[src/assert_macros.svh]
// Assertion helpers shared by the RTL.
// Each macro is clocked on the rising edge and disabled while reset is low.
`ifndef ASSERT_MACROS_SVH
`define ASSERT_MACROS_SVH

`ifndef SYNTHESIS

// Check that a property holds at every clock edge.
`define PSE_ASSERT(lbl, clk, rst_n, prop, msg) \
	lbl: assert property (@(posedge clk) disable iff (!rst_n) (prop)) else $error(msg);

// Check that a condition never holds.
`define PSE_NEVER(lbl, clk, rst_n, cond, msg) \
	lbl: assert property (@(posedge clk) disable iff (!rst_n) !(cond)) else $error(msg);

`else

`define PSE_ASSERT(lbl, clk, rst_n, prop, msg)
`define PSE_NEVER(lbl, clk, rst_n, cond, msg)

`endif

`endif

[src/pse_pkg.sv]
package pse_pkg;

	// Stack geometry and value width
	localparam int STACK_DEPTH = 16;
	localparam int VALUE_WIDTH = 32;
	localparam int ADDR_W      = $clog2(STACK_DEPTH);
	localparam int SP_W        = $clog2(STACK_DEPTH + 1);

	// Fixed widths of the result fields
	localparam int DEPTH_OUT_W = 5;
	localparam int TOP_OUT_W   = 32;

	// Character codes
	localparam logic [7:0] CH_ZERO  = 8'h30;
	localparam logic [7:0] CH_NINE  = 8'h39;
	localparam logic [7:0] CH_PLUS  = 8'h2B;
	localparam logic [7:0] CH_MINUS = 8'h2D;
	localparam logic [7:0] CH_STAR  = 8'h2A;
	localparam logic [7:0] CH_SLASH = 8'h2F;

	// Operators
	typedef enum logic [1:0] {
		OP_ADD = 2'd0,
		OP_SUB = 2'd1,
		OP_MUL = 2'd2,
		OP_DIV = 2'd3
	} op_t;

	// Status codes
	typedef enum logic [1:0] {
		ST_OK    = 2'd0,
		ST_UNDER = 2'd1,
		ST_OVER  = 2'd2,
		ST_DIVZ  = 2'd3
	} status_t;

	// Stack memory access: one write and one read per cycle
	typedef struct packed {
		logic                   wr_en;
		logic [ADDR_W-1:0]      wr_addr;
		logic [VALUE_WIDTH-1:0] wr_data;
		logic [ADDR_W-1:0]      rd_addr;
	} ram_req_t;

	// Divider launch
	typedef struct packed {
		logic                   start;
		logic [VALUE_WIDTH-1:0] dividend;
		logic [VALUE_WIDTH-1:0] divisor;
	} div_req_t;

endpackage

[src/pse_ram.sv]
module pse_ram (
	input  logic                                clk,
	input  pse_pkg::ram_req_t                   req,
	output logic [pse_pkg::VALUE_WIDTH-1:0]     rd_data
);

	logic [pse_pkg::VALUE_WIDTH-1:0] mem [pse_pkg::STACK_DEPTH];

	// Write one entry and register one read per cycle
	always_ff @(posedge clk) begin
		if (req.wr_en) begin
			mem[req.wr_addr] <= req.wr_data;
		end
		rd_data <= mem[req.rd_addr];
	end

endmodule

[src/pse_div.sv]
module pse_div (
	input  logic                                clk,
	input  logic                                arst_n,
	input  pse_pkg::div_req_t                   req,
	output logic                                done,
	output logic [pse_pkg::VALUE_WIDTH-1:0]     quotient
);

	localparam int VW    = pse_pkg::VALUE_WIDTH;
	localparam int CNT_W = $clog2(VW);

	logic             busy_q;
	logic             done_q;
	logic [CNT_W-1:0] cnt_q;
	logic [VW-1:0]    rem_q;
	logic [VW-1:0]    quo_q;
	logic [VW-1:0]    den_q;
	logic             neg_q;

	logic [VW-1:0]    abs_a;
	logic [VW-1:0]    abs_b;
	logic [VW:0]      shifted;
	logic [VW:0]      diff;

	// Work on magnitudes; the sign is restored at the end
	assign abs_a = req.dividend[VW-1] ? (~req.dividend + 1'b1) : req.dividend;
	assign abs_b = req.divisor[VW-1]  ? (~req.divisor + 1'b1)  : req.divisor;

	// One restoring step: shift in the next dividend bit, try the subtract
	assign shifted = {rem_q, quo_q[VW-1]};
	assign diff    = shifted - {1'b0, den_q};

	// Sequence control
	always_ff @(posedge clk or negedge arst_n) begin
		if (!arst_n) begin
			busy_q <= 1'b0;
			done_q <= 1'b0;
			cnt_q  <= '0;
		end else if (req.start) begin
			busy_q <= 1'b1;
			done_q <= 1'b0;
			cnt_q  <= CNT_W'(VW - 1);
		end else if (busy_q) begin
			if (cnt_q == '0) begin
				busy_q <= 1'b0;
				done_q <= 1'b1;
			end else begin
				cnt_q <= cnt_q - 1'b1;
			end
		end else begin
			done_q <= 1'b0;
		end
	end

	// Quotient and remainder, one bit per cycle
	always_ff @(posedge clk) begin
		if (req.start) begin
			rem_q <= '0;
			quo_q <= abs_a;
			den_q <= abs_b;
			neg_q <= req.dividend[VW-1] ^ req.divisor[VW-1];
		end else if (busy_q) begin
			if (!diff[VW]) begin
				rem_q <= diff[VW-1:0];
				quo_q <= {quo_q[VW-2:0], 1'b1};
			end else begin
				rem_q <= shifted[VW-1:0];
				quo_q <= {quo_q[VW-2:0], 1'b0};
			end
		end
	end

	assign done     = done_q;
	assign quotient = neg_q ? (~quo_q + 1'b1) : quo_q;

endmodule

[src/postfix_stack_evaluator.sv]
// Postfix stack evaluator: one character per beat, one result beat per character.
// Digits, other characters and underflowing operators go from decode to done;
// other operators add a stack read, and / by nonzero also waits on the 32-step
// divider, which sets the slow path. A new beat is taken once the previous one
// is committed, even while its result still waits at the output.
// Reset (arst_n low) empties the stack and clears all handshake state at once.
`include "assert_macros.svh"

module postfix_stack_evaluator (
	input  logic                                 clk,
	input  logic                                 arst_n,
	input  logic                                 in_valid,
	output logic                                 in_ready,
	input  logic [7:0]                           char_code,
	input  logic                                 token_start,
	output logic                                 out_valid,
	input  logic                                 out_ready,
	output logic signed [pse_pkg::TOP_OUT_W-1:0] top_value,
	output logic [pse_pkg::DEPTH_OUT_W-1:0]      stack_depth,
	output logic [1:0]                           status
);

	localparam int VW     = pse_pkg::VALUE_WIDTH;
	localparam int SP_W   = pse_pkg::SP_W;
	localparam int ADDR_W = pse_pkg::ADDR_W;

	typedef enum logic [4:0] {
		S_IDLE   = 5'b00001,
		S_DECODE = 5'b00010,
		S_READ   = 5'b00100,
		S_DIV    = 5'b01000,
		S_DONE   = 5'b10000
	} state_t;

	state_t                state_q;
	logic [SP_W-1:0]       sp_q;
	logic                  innum_q;
	logic                  out_valid_q;

	logic [7:0]            ch_q;
	logic                  start_q;
	pse_pkg::op_t          op_q;
	logic [VW-1:0]         top_q;

	logic [VW-1:0]         nxt_top_q;
	logic [SP_W-1:0]       nxt_sp_q;
	logic                  nxt_innum_q;
	pse_pkg::status_t      nxt_status_q;
	logic                  wr_pend_q;

	logic [pse_pkg::TOP_OUT_W-1:0]   top_out_q;
	logic [pse_pkg::DEPTH_OUT_W-1:0] depth_out_q;
	pse_pkg::status_t                status_out_q;

	pse_pkg::ram_req_t     ram_req;
	logic [VW-1:0]         rd_data;
	pse_pkg::div_req_t     div_req;
	logic                  div_done;
	logic [VW-1:0]         div_quot;

	logic                  is_digit;
	logic                  is_op;
	pse_pkg::op_t          op_dec;
	logic [7:0]            digit_off;
	logic [VW-1:0]         digit_v;
	logic [VW-1:0]         ext_v;
	logic                  extend;
	logic                  full;
	logic                  push_new;
	logic [SP_W-1:0]       sp_m1;
	logic [SP_W-1:0]       sp_m2;
	logic [VW-1:0]         alu_r;
	logic                  commit;

	// Classify the held character
	assign is_digit  = (ch_q >= pse_pkg::CH_ZERO) && (ch_q <= pse_pkg::CH_NINE);
	assign digit_off = ch_q - pse_pkg::CH_ZERO;
	assign digit_v   = {{(VW - 4){1'b0}}, digit_off[3:0]};

	always_comb begin
		is_op  = 1'b1;
		op_dec = pse_pkg::OP_ADD;
		unique case (ch_q)
			pse_pkg::CH_PLUS:  op_dec = pse_pkg::OP_ADD;
			pse_pkg::CH_MINUS: op_dec = pse_pkg::OP_SUB;
			pse_pkg::CH_STAR:  op_dec = pse_pkg::OP_MUL;
			pse_pkg::CH_SLASH: op_dec = pse_pkg::OP_DIV;
			default:           is_op  = 1'b0;
		endcase
	end

	// Digit continuation: top * 10 + digit, wrapping
	assign ext_v    = (top_q << 3) + (top_q << 1) + digit_v;
	assign extend   = !start_q && innum_q && (sp_q != '0);
	assign full     = sp_q >= SP_W'(pse_pkg::STACK_DEPTH);
	assign push_new = is_digit && !extend && !full;
	assign sp_m1    = sp_q - 1'b1;
	assign sp_m2    = sp_q - SP_W'(2);

	// Combine the entry below the top (from memory) with the top register
	always_comb begin
		case (op_q)
			pse_pkg::OP_ADD: alu_r = rd_data + top_q;
			pse_pkg::OP_SUB: alu_r = rd_data - top_q;
			pse_pkg::OP_MUL: alu_r = rd_data * top_q;
			default:         alu_r = top_q;
		endcase
	end

	assign commit = (state_q == S_DONE) && (!out_valid_q || out_ready);

	// Memory holds every value below the top; a push spills the old top.
	// Writes happen at commit, and the memory registers each read.
	assign ram_req.wr_en   = commit && wr_pend_q;
	assign ram_req.wr_addr = sp_m1[ADDR_W-1:0];
	assign ram_req.wr_data = top_q;
	assign ram_req.rd_addr = sp_m2[ADDR_W-1:0];

	assign div_req.start    = (state_q == S_READ) && (op_q == pse_pkg::OP_DIV) &&
	                          (top_q != '0);
	assign div_req.dividend = rd_data;
	assign div_req.divisor  = top_q;

	pse_ram u_ram (
		.clk     (clk),
		.req     (ram_req),
		.rd_data (rd_data)
	);

	pse_div u_div (
		.clk      (clk),
		.arst_n   (arst_n),
		.req      (div_req),
		.done     (div_done),
		.quotient (div_quot)
	);

	// Sequence and stack control
	always_ff @(posedge clk or negedge arst_n) begin
		if (!arst_n) begin
			state_q      <= S_IDLE;
			sp_q         <= '0;
			innum_q      <= 1'b0;
			out_valid_q  <= 1'b0;
			nxt_sp_q     <= '0;
			nxt_innum_q  <= 1'b0;
			nxt_status_q <= pse_pkg::ST_OK;
			wr_pend_q    <= 1'b0;
		end else begin
			if (out_valid_q && out_ready && !commit) begin
				out_valid_q <= 1'b0;
			end
			unique case (state_q)
				S_IDLE: begin
					if (in_valid) begin
						state_q <= S_DECODE;
					end
				end
				S_DECODE: begin
					nxt_sp_q    <= push_new ? sp_q + 1'b1 : sp_q;
					nxt_innum_q <= is_digit && (extend || !full);
					wr_pend_q   <= push_new && (sp_q != '0);
					if (is_digit && !extend && full) begin
						nxt_status_q <= pse_pkg::ST_OVER;
					end else if (is_op && (sp_q < SP_W'(2))) begin
						nxt_status_q <= pse_pkg::ST_UNDER;
					end else begin
						nxt_status_q <= pse_pkg::ST_OK;
					end
					if (is_op && (sp_q >= SP_W'(2))) begin
						state_q <= S_READ;
					end else begin
						state_q <= S_DONE;
					end
				end
				S_READ: begin
					if (op_q == pse_pkg::OP_DIV) begin
						if (top_q == '0) begin
							nxt_status_q <= pse_pkg::ST_DIVZ;
							state_q      <= S_DONE;
						end else begin
							state_q <= S_DIV;
						end
					end else begin
						nxt_sp_q <= sp_m1;
						state_q  <= S_DONE;
					end
				end
				S_DIV: begin
					if (div_done) begin
						nxt_sp_q <= sp_m1;
						state_q  <= S_DONE;
					end
				end
				S_DONE: begin
					if (commit) begin
						sp_q        <= nxt_sp_q;
						innum_q     <= nxt_innum_q;
						out_valid_q <= 1'b1;
						state_q     <= S_IDLE;
					end
				end
				default: state_q <= S_IDLE;
			endcase
		end
	end

	// Datapath: held beat, pending top, result registers
	always_ff @(posedge clk) begin
		if (state_q == S_IDLE && in_valid) begin
			ch_q    <= char_code;
			start_q <= token_start;
		end
		if (state_q == S_DECODE) begin
			op_q <= op_dec;
			if (is_digit && extend) begin
				nxt_top_q <= ext_v;
			end else if (is_digit && !full) begin
				nxt_top_q <= digit_v;
			end else begin
				nxt_top_q <= top_q;
			end
		end
		if (state_q == S_READ && op_q != pse_pkg::OP_DIV) begin
			nxt_top_q <= alu_r;
		end
		if (state_q == S_DIV && div_done) begin
			nxt_top_q <= div_quot;
		end
		if (commit) begin
			top_q        <= nxt_top_q;
			top_out_q    <= (nxt_sp_q != '0) ? pse_pkg::TOP_OUT_W'(nxt_top_q) : '0;
			depth_out_q  <= pse_pkg::DEPTH_OUT_W'(nxt_sp_q);
			status_out_q <= nxt_status_q;
		end
	end

	assign in_ready    = state_q == S_IDLE;
	assign out_valid   = out_valid_q;
	assign top_value   = top_out_q;
	assign stack_depth = depth_out_q;
	assign status      = status_out_q;

	`PSE_ASSERT(a_sp_bound, clk, arst_n, sp_q <= SP_W'(pse_pkg::STACK_DEPTH), "stack pointer beyond depth")
	`PSE_ASSERT(a_innum_nonempty, clk, arst_n, innum_q |-> (sp_q != '0), "number in progress on empty stack")
	`PSE_NEVER(a_div_done_state, clk, arst_n, div_done && (state_q != S_DIV), "divider done outside wait")
	`PSE_ASSERT(a_sp_at_commit, clk, arst_n, (sp_q != $past(sp_q)) |-> ($past(state_q) == S_DONE), "stack pointer moved outside commit")

endmodule

[config.mk]
export PLATFORM = sky130hd
export DESIGN_NAME = postfix_stack_evaluator
export DESIGN_NICKNAME = d
export VERILOG_FILES = /design/src/pse_pkg.sv /design/src/pse_ram.sv /design/src/pse_div.sv /design/src/postfix_stack_evaluator.sv
export VERILOG_INCLUDE_DIRS = /design/src /design/src/src
export SDC_FILE = /design/constraint.sdc
export NUM_CORES = 2
export LEC_CHECK = 0
export BUFFER_PORTS_ARGS = -buffer_cell sky130_fd_sc_hd__buf_2
export CAP_MARGIN = 30
export CORE_MARGIN = 1
export CORE_UTILIZATION = 47
export CTS_CLUSTER_SIZE = 28
export DETAILED_ROUTE_END_ITERATION = 10
export GPL_TIMING_DRIVEN = 0
export PLACE_DENSITY = 0.72
export SYNTH_ARGS = -nofsm -noshare
export SYNTH_HDL_FRONTEND = slang
export SYNTH_SLANG_ARGS = --single-unit
[constraint.sdc]
create_clock -name clk -period 12.3 [get_ports clk]
set_clock_uncertainty 0.05 [all_clocks]
set_input_delay 1.23 -clock clk [delete_from_list [all_inputs] [get_ports clk]]
set_output_delay 1.23 -clock clk [all_outputs]
set_load 0.05 [all_outputs]
Yosys cells after proc, flatten, opt, wreduce, memory -nomap -nowiden
Memories as Yosys holds them, arrays and structs flattened. A register that Yosys moved wholly into a read port is not among the register bits. Index checks and enable logic that the tools add are counted.

Bitwise operators: 4. Reductions and logical operators: 44. $mul: 1. Equal/unequal tests: 21. $add $sub $neg: 13. Mux-type cells: 45. Magnitude comparators: 5.

Operator list (number): $mux 32 (10); $add 32x1->32 const B (3); $not 32->32 (3); $pmux 32 s3 (1); $add 32x32->32 (2); $mux 5 (12); $sub 33x32->33 (1); $add 32x4->32 (1); $eq 8x6->1 const B (4); $logic_not 32->1 (1); $mul 32x32->32 (1); $reduce_bool 32->1 (1); $sub 32x32->32 (1); $mux 31 (1); $pmux 5 s5 (1); $logic_and 1x1->1 (21); $pmux 5 s3 (1); $mux 1 (14); $ne 2x2->1 const B (5); $reduce_bool 5->1 (2); $sub 5x1->5 const B (2); $reduce_and 3->1 (3); $ge 8x6->1 const B (1); $le 8x6->1 const B (1); 27 further kinds (40).

Memories: 1. Memory bits (writable): 512. Word-level logic and storage cells: 158. Bits in registers: 239.

Memories: u_ram.mem (depth 16, bits a word 32, rd ports 1, clocked after memory_dff 1, write ports 1, line pse_ram.sv:7) `logic [pse_pkg::VALUE_WIDTH-1:0] mem [pse_pkg::STACK_DEPTH];`.

Depth between registers and ports, before layout
Word-level depth: 8. Depth in mapped cells: 29. Mapped depth without buffers: 27.

Cells and area by module
A second synthesis with hierarchy kept.

Cell total of the unflattened synthesis: 4554. Area total of the unflattened synthesis: 53586.4 µm².

By module, submodules not included: postfix_stack_evaluator (cells an instance 2803, area each 25796.0 µm², instances 1); pse_ram (cells an instance 838, area each 19835.3 µm², instances 1); pse_div (cells an instance 913, area each 7955.1 µm², instances 1).

Least setup slack after synthesis
OpenSTA, ideal clock, no wires.

Kind: register to register. Start: reg top_q[7]. End: reg nxt_top_q[31], data pin. Required time: 11981 ps. Data arrival time: 7312 ps. Period minus slack after synthesis: 7631 ps. Setup time: 269 ps. Setup slack: 4669 ps. Stages on the path, launching flop included: 27. Cell sequence: edfxtp_1 -> clkbuf_1 -> clkbuf_1 -> clkbuf_1 -> and2_1 -> fa_1 -> fa_1 -> fa_1 -> inv_1 -> fa_1 -> inv_1 -> fa_1 -> inv_1 -> fa_1 -> inv_1 -> fa_1 -> fa_1 -> ha_1 -> a21o_1 -> a21o_1 -> a211oi_1 -> o21ai_0 -> o31ai_1 -> o21ai_0 -> xnor2_1 -> o22ai_2 -> a21oi_1.

Cells in the longest elaborated chain, start to end: 6. Elaborated cells between the ends (all ways): 10. Classes of those cells: 4 x add/sub; 1 x mul; 5 x mux.

Ends and longest elaborated chain: start, declared (line postfix_stack_evaluator.sv:43) `logic [VW-1:0] top_q;`; start signal, assigned (line postfix_stack_evaluator.sv:231) `top_q <= nxt_top_q;`; parallel branches: the longest is 4 deep, another holds $mul 32x32->32; $mux 32 (*) (line postfix_stack_evaluator.sv:224) `if (state_q == S_READ && op_q != pse_pkg::OP_DIV) begin`; $mux 32 (*) (line postfix_stack_evaluator.sv:227) `if (state_q == S_DIV && div_done) begin`; end signal, assigned (line postfix_stack_evaluator.sv:217) `nxt_top_q <= ext_v;`; end signal, assigned (line postfix_stack_evaluator.sv:225) `nxt_top_q <= alu_r;`; end signal, assigned (line postfix_stack_evaluator.sv:228) `nxt_top_q <= div_quot;`; end, declared (line postfix_stack_evaluator.sv:45) `logic [VW-1:0] nxt_top_q;`.

Every way passes the cells marked *. The select of a mux whose other input is x is not followed. A chain may end at the register's enable or synchronous reset.

Final worst setup path
Start: reg top_q[7]. End: reg nxt_top_q[23], data pin.

Same word-level chain as after synthesis.

==> flow_metrics.env <==
export IMPL_die_y_um=337.5
export IMPL_wl_per_cell_um=27.38
export IMPL_die_area_mm2=0.1139
export IMPL_cts_buffers=73
export IMPL_slew_viol_final=0
export IMPL_fin_crit_sh_pct=84.84
export IMPL_synth_top_area_cell="edfxtp_1"
export IMPL_htree_levels=3
export IMPL_final_nets=5238
export IMPL_die_w_um=337.5
export IMPL_critPathMaxStageDelay_ns=0.64
export IMPL_antenna_found_initial=14
export IMPL_gp_congestion=1.008
export IMPL_start_util_pct=47.60
export IMPL_synth_top_area_share_pct=39.23
export IMPL_synth_seq_cells=783
export IMPL_syn_to_final_growth_pct=11.35
export IMPL_cts_tree="yes"
export IMPL_synth_area_per_cell_um2=12.11
export IMPL_cp_start_kind="register"
export IMPL_grt_pass1_wl_mm=245.0
export IMPL_max_slew_margin_pct=24.16
export IMPL_postCtsSetupBuffers=0
export IMPL_clock_latency_ns=0.67
export IMPL_synthFlopType="edfxtp_1"
export IMPL_dp_hpwl_mm=124.7
export IMPL_rows=122
export IMPL_ctsHoldBuffers=0
export IMPL_drc_errors=0
export IMPL_synth_async_reset_ratio_pct=3.576
export IMPL_finalWirelength_mm=167.3
export IMPL_synth_edf_count=691
export IMPL_core_mm2=0.1111
export IMPL_startpoint="top_q[7]"
export IMPL_multi_input_area_mm2=0.02771
export IMPL_hold_viol_final=0
export IMPL_utilization_pct=53.00
export IMPL_io_buffers=53
export IMPL_grt_pass1_vias=37179
export IMPL_yosys_warnings=0
export IMPL_rsz0062_at_grt="false"
export IMPL_max_clock_freq_ghz=0.09583
export IMPL_synth_fp_nets=5053
export IMPL_status="completed"
export IMPL_root_buffer="clkbuf_16"
export IMPL_overflow=0
export IMPL_vias_per_cell=6.004
export IMPL_ys_top_cells_by_area="edfxtp_1 (39%), fa_1 (16%), mux4_2 (6.8%)"
export IMPL_critPathSlowestCell="clkbuf_1"
export IMPL_drtPass1Iterations=6
export IMPL_synth_distinct_cells=77
export IMPL_clock_sinks=783
export IMPL_hp_start="nxt_top_q[27]"
export IMPL_worstPathArrival_ns=10.74
export IMPL_seq_area_mm2=0.02273
export IMPL_worstSetupPathType="register to register"
export IMPL_setup_viol=0
export IMPL_drive_above_1_share_pct=9.577
export IMPL_r2r_start="top_q[7]"
export IMPL_track_usage_pct=29.68
export IMPL_netlist_instances=4369
export IMPL_max_cap_violations=0
export IMPL_antenna_left=0
export IMPL_cts_max_path_buffers=3
export IMPL_cts_resized=0
export IMPL_syn_area_mm2=0.05289
export IMPL_cp_common_cell="fa_1"
export IMPL_io_pins=54
export IMPL_clk_pin_slew_ns=0.06
export IMPL_cp_max_fo=19
export IMPL_layout_cells_most_common="edfxtp_1"
export IMPL_hp_class="register to register"
export IMPL_ys_seq_area_share_pct=42.98
export IMPL_fill_cells=9384
export IMPL_layout_common_cells="edfxtp_1 (691), inv_1 (449), nand2_1 (416)"
export IMPL_worst_slew_pin_slew_ns=1.138
export IMPL_drt_initial_drc_count=4535
export IMPL_grt_max_degree=67
export IMPL_num_vias=36686
export IMPL_cp_end_kind="register"
export IMPL_setup_tns_ns=0
export IMPL_layout_min_cycle_time_ns=10.44
export IMPL_cp_required_ns=12.61
==> critical path: cells and delay by family, from the launching register on <==
| kind | cells | cell delay, ns |
|---|---|---|
| adder cells (fa/ha/maj) | 9 | 4.30 |
| AO/OA/AOI/OAI | 7 | 2.19 |
| buffers and inverters | 9 | 2.18 |
| AND/OR/NAND/NOR | 3 | 0.73 |
| flip-flops | 1 | 0.43 |
| XOR/XNOR | 1 | 0.23 |
==> layer usage <==
layer  wire length (µm)  up-vias  track usage, %
met5                 36        -               0
met3              17210      457           5.839
met2              76780     2184           46.91
li1                   -    15560               -
met4               9415        6           14.21
met1              63850    18479           39.40
==> through the flow <==
stage	hold slack, ns	cell area (µm²)	instances	worst slack (ns)
global route	0.3933	58880	6105	1.744
detailed placement	0.3745	56100	5954	1.649
global placement	0.3735	55020	5910	1.352
floorplan	0.3680	52890	4369	4.669
CTS	0.3888	58590	6090	1.597
finish	0.3916	58890	6110	1.865
==> cells by family (layout without fill, tap and decap cells) <==
logic type,after synthesis,after routing,share of synthesized area (%)
fa+ha+maj,671,671,21.72
compound gates,612,612,7.310
flops,783,783,42.98
other cells,0,7,0
mux,193,193,7.452
simple gates,1139,1139,10.87
xor+xnor,288,288,4.783
buf+inv,683,929,4.878
==> registers in the layout, summed over array words and instances, names as in the netlist, 2 cells and up <==
signal / count
stack_depth: 5
nxt_top_q: 32
status: 2
u_ram.mem: 512
nxt_sp_q: 5
nxt_status_q: 2
u_div.cnt_q: 5
op_q: 2
ch_q: 8
u_div.quo_q: 32
u_ram.rd_data: 32
top_q: 32
state_q: 5
u_div.rem_q: 32
sp_q: 5
top_value: 32
u_div.den_q: 32
==> synthesized netlist by cell type (all sizes together), types with 30 or more instances <==
master  instances
edfxtp        691
nand2b         39
inv           449
a21o           33
a21oi         153
nand3          30
fa            412
o21ai         178
dfxtp          64
ha            259
or3            34
xnor2         166
clkbuf        212
nand2         416
nor2b          49
and2          318
nor2          129
nor3           44
xor2          122
o31ai          35
mux4          160
==> final timing paths <==
| path | cells after the start | slack [ns] | end |
|---|---|---|---|
| worst max-delay path | 29 | 1.86 | nxt_top_q[23] |
| worst min-delay path | 0 | 0.39 | top_q[27] |
| worst max register to register | 29 | 1.86 | nxt_top_q[23] |
| worst min register to register | 0 | 0.39 | top_q[27] |
| max in group asynchronous | 1 | 11.13 | u_div.busy_q |
| min in group asynchronous | 1 | 0.57 | sp_q[3] |
==> layout make-up <==
type | instances | share of cell area, %
antenna | 7 | 0.02974
buffer | 234 | 1.528
clock buffer | 94 | 3.357
clock inverter | 42 | 0.8732
inverter | 449 | 2.862
multi-input combinational | 2903 | 47.04
sequential | 783 | 38.60
tap | 1488 | 3.161
timing repair buffer | 110 | 2.543
Power is not shown: default switching activity piles up to over one toggle a cycle in this logic, so the estimate is an artifact.
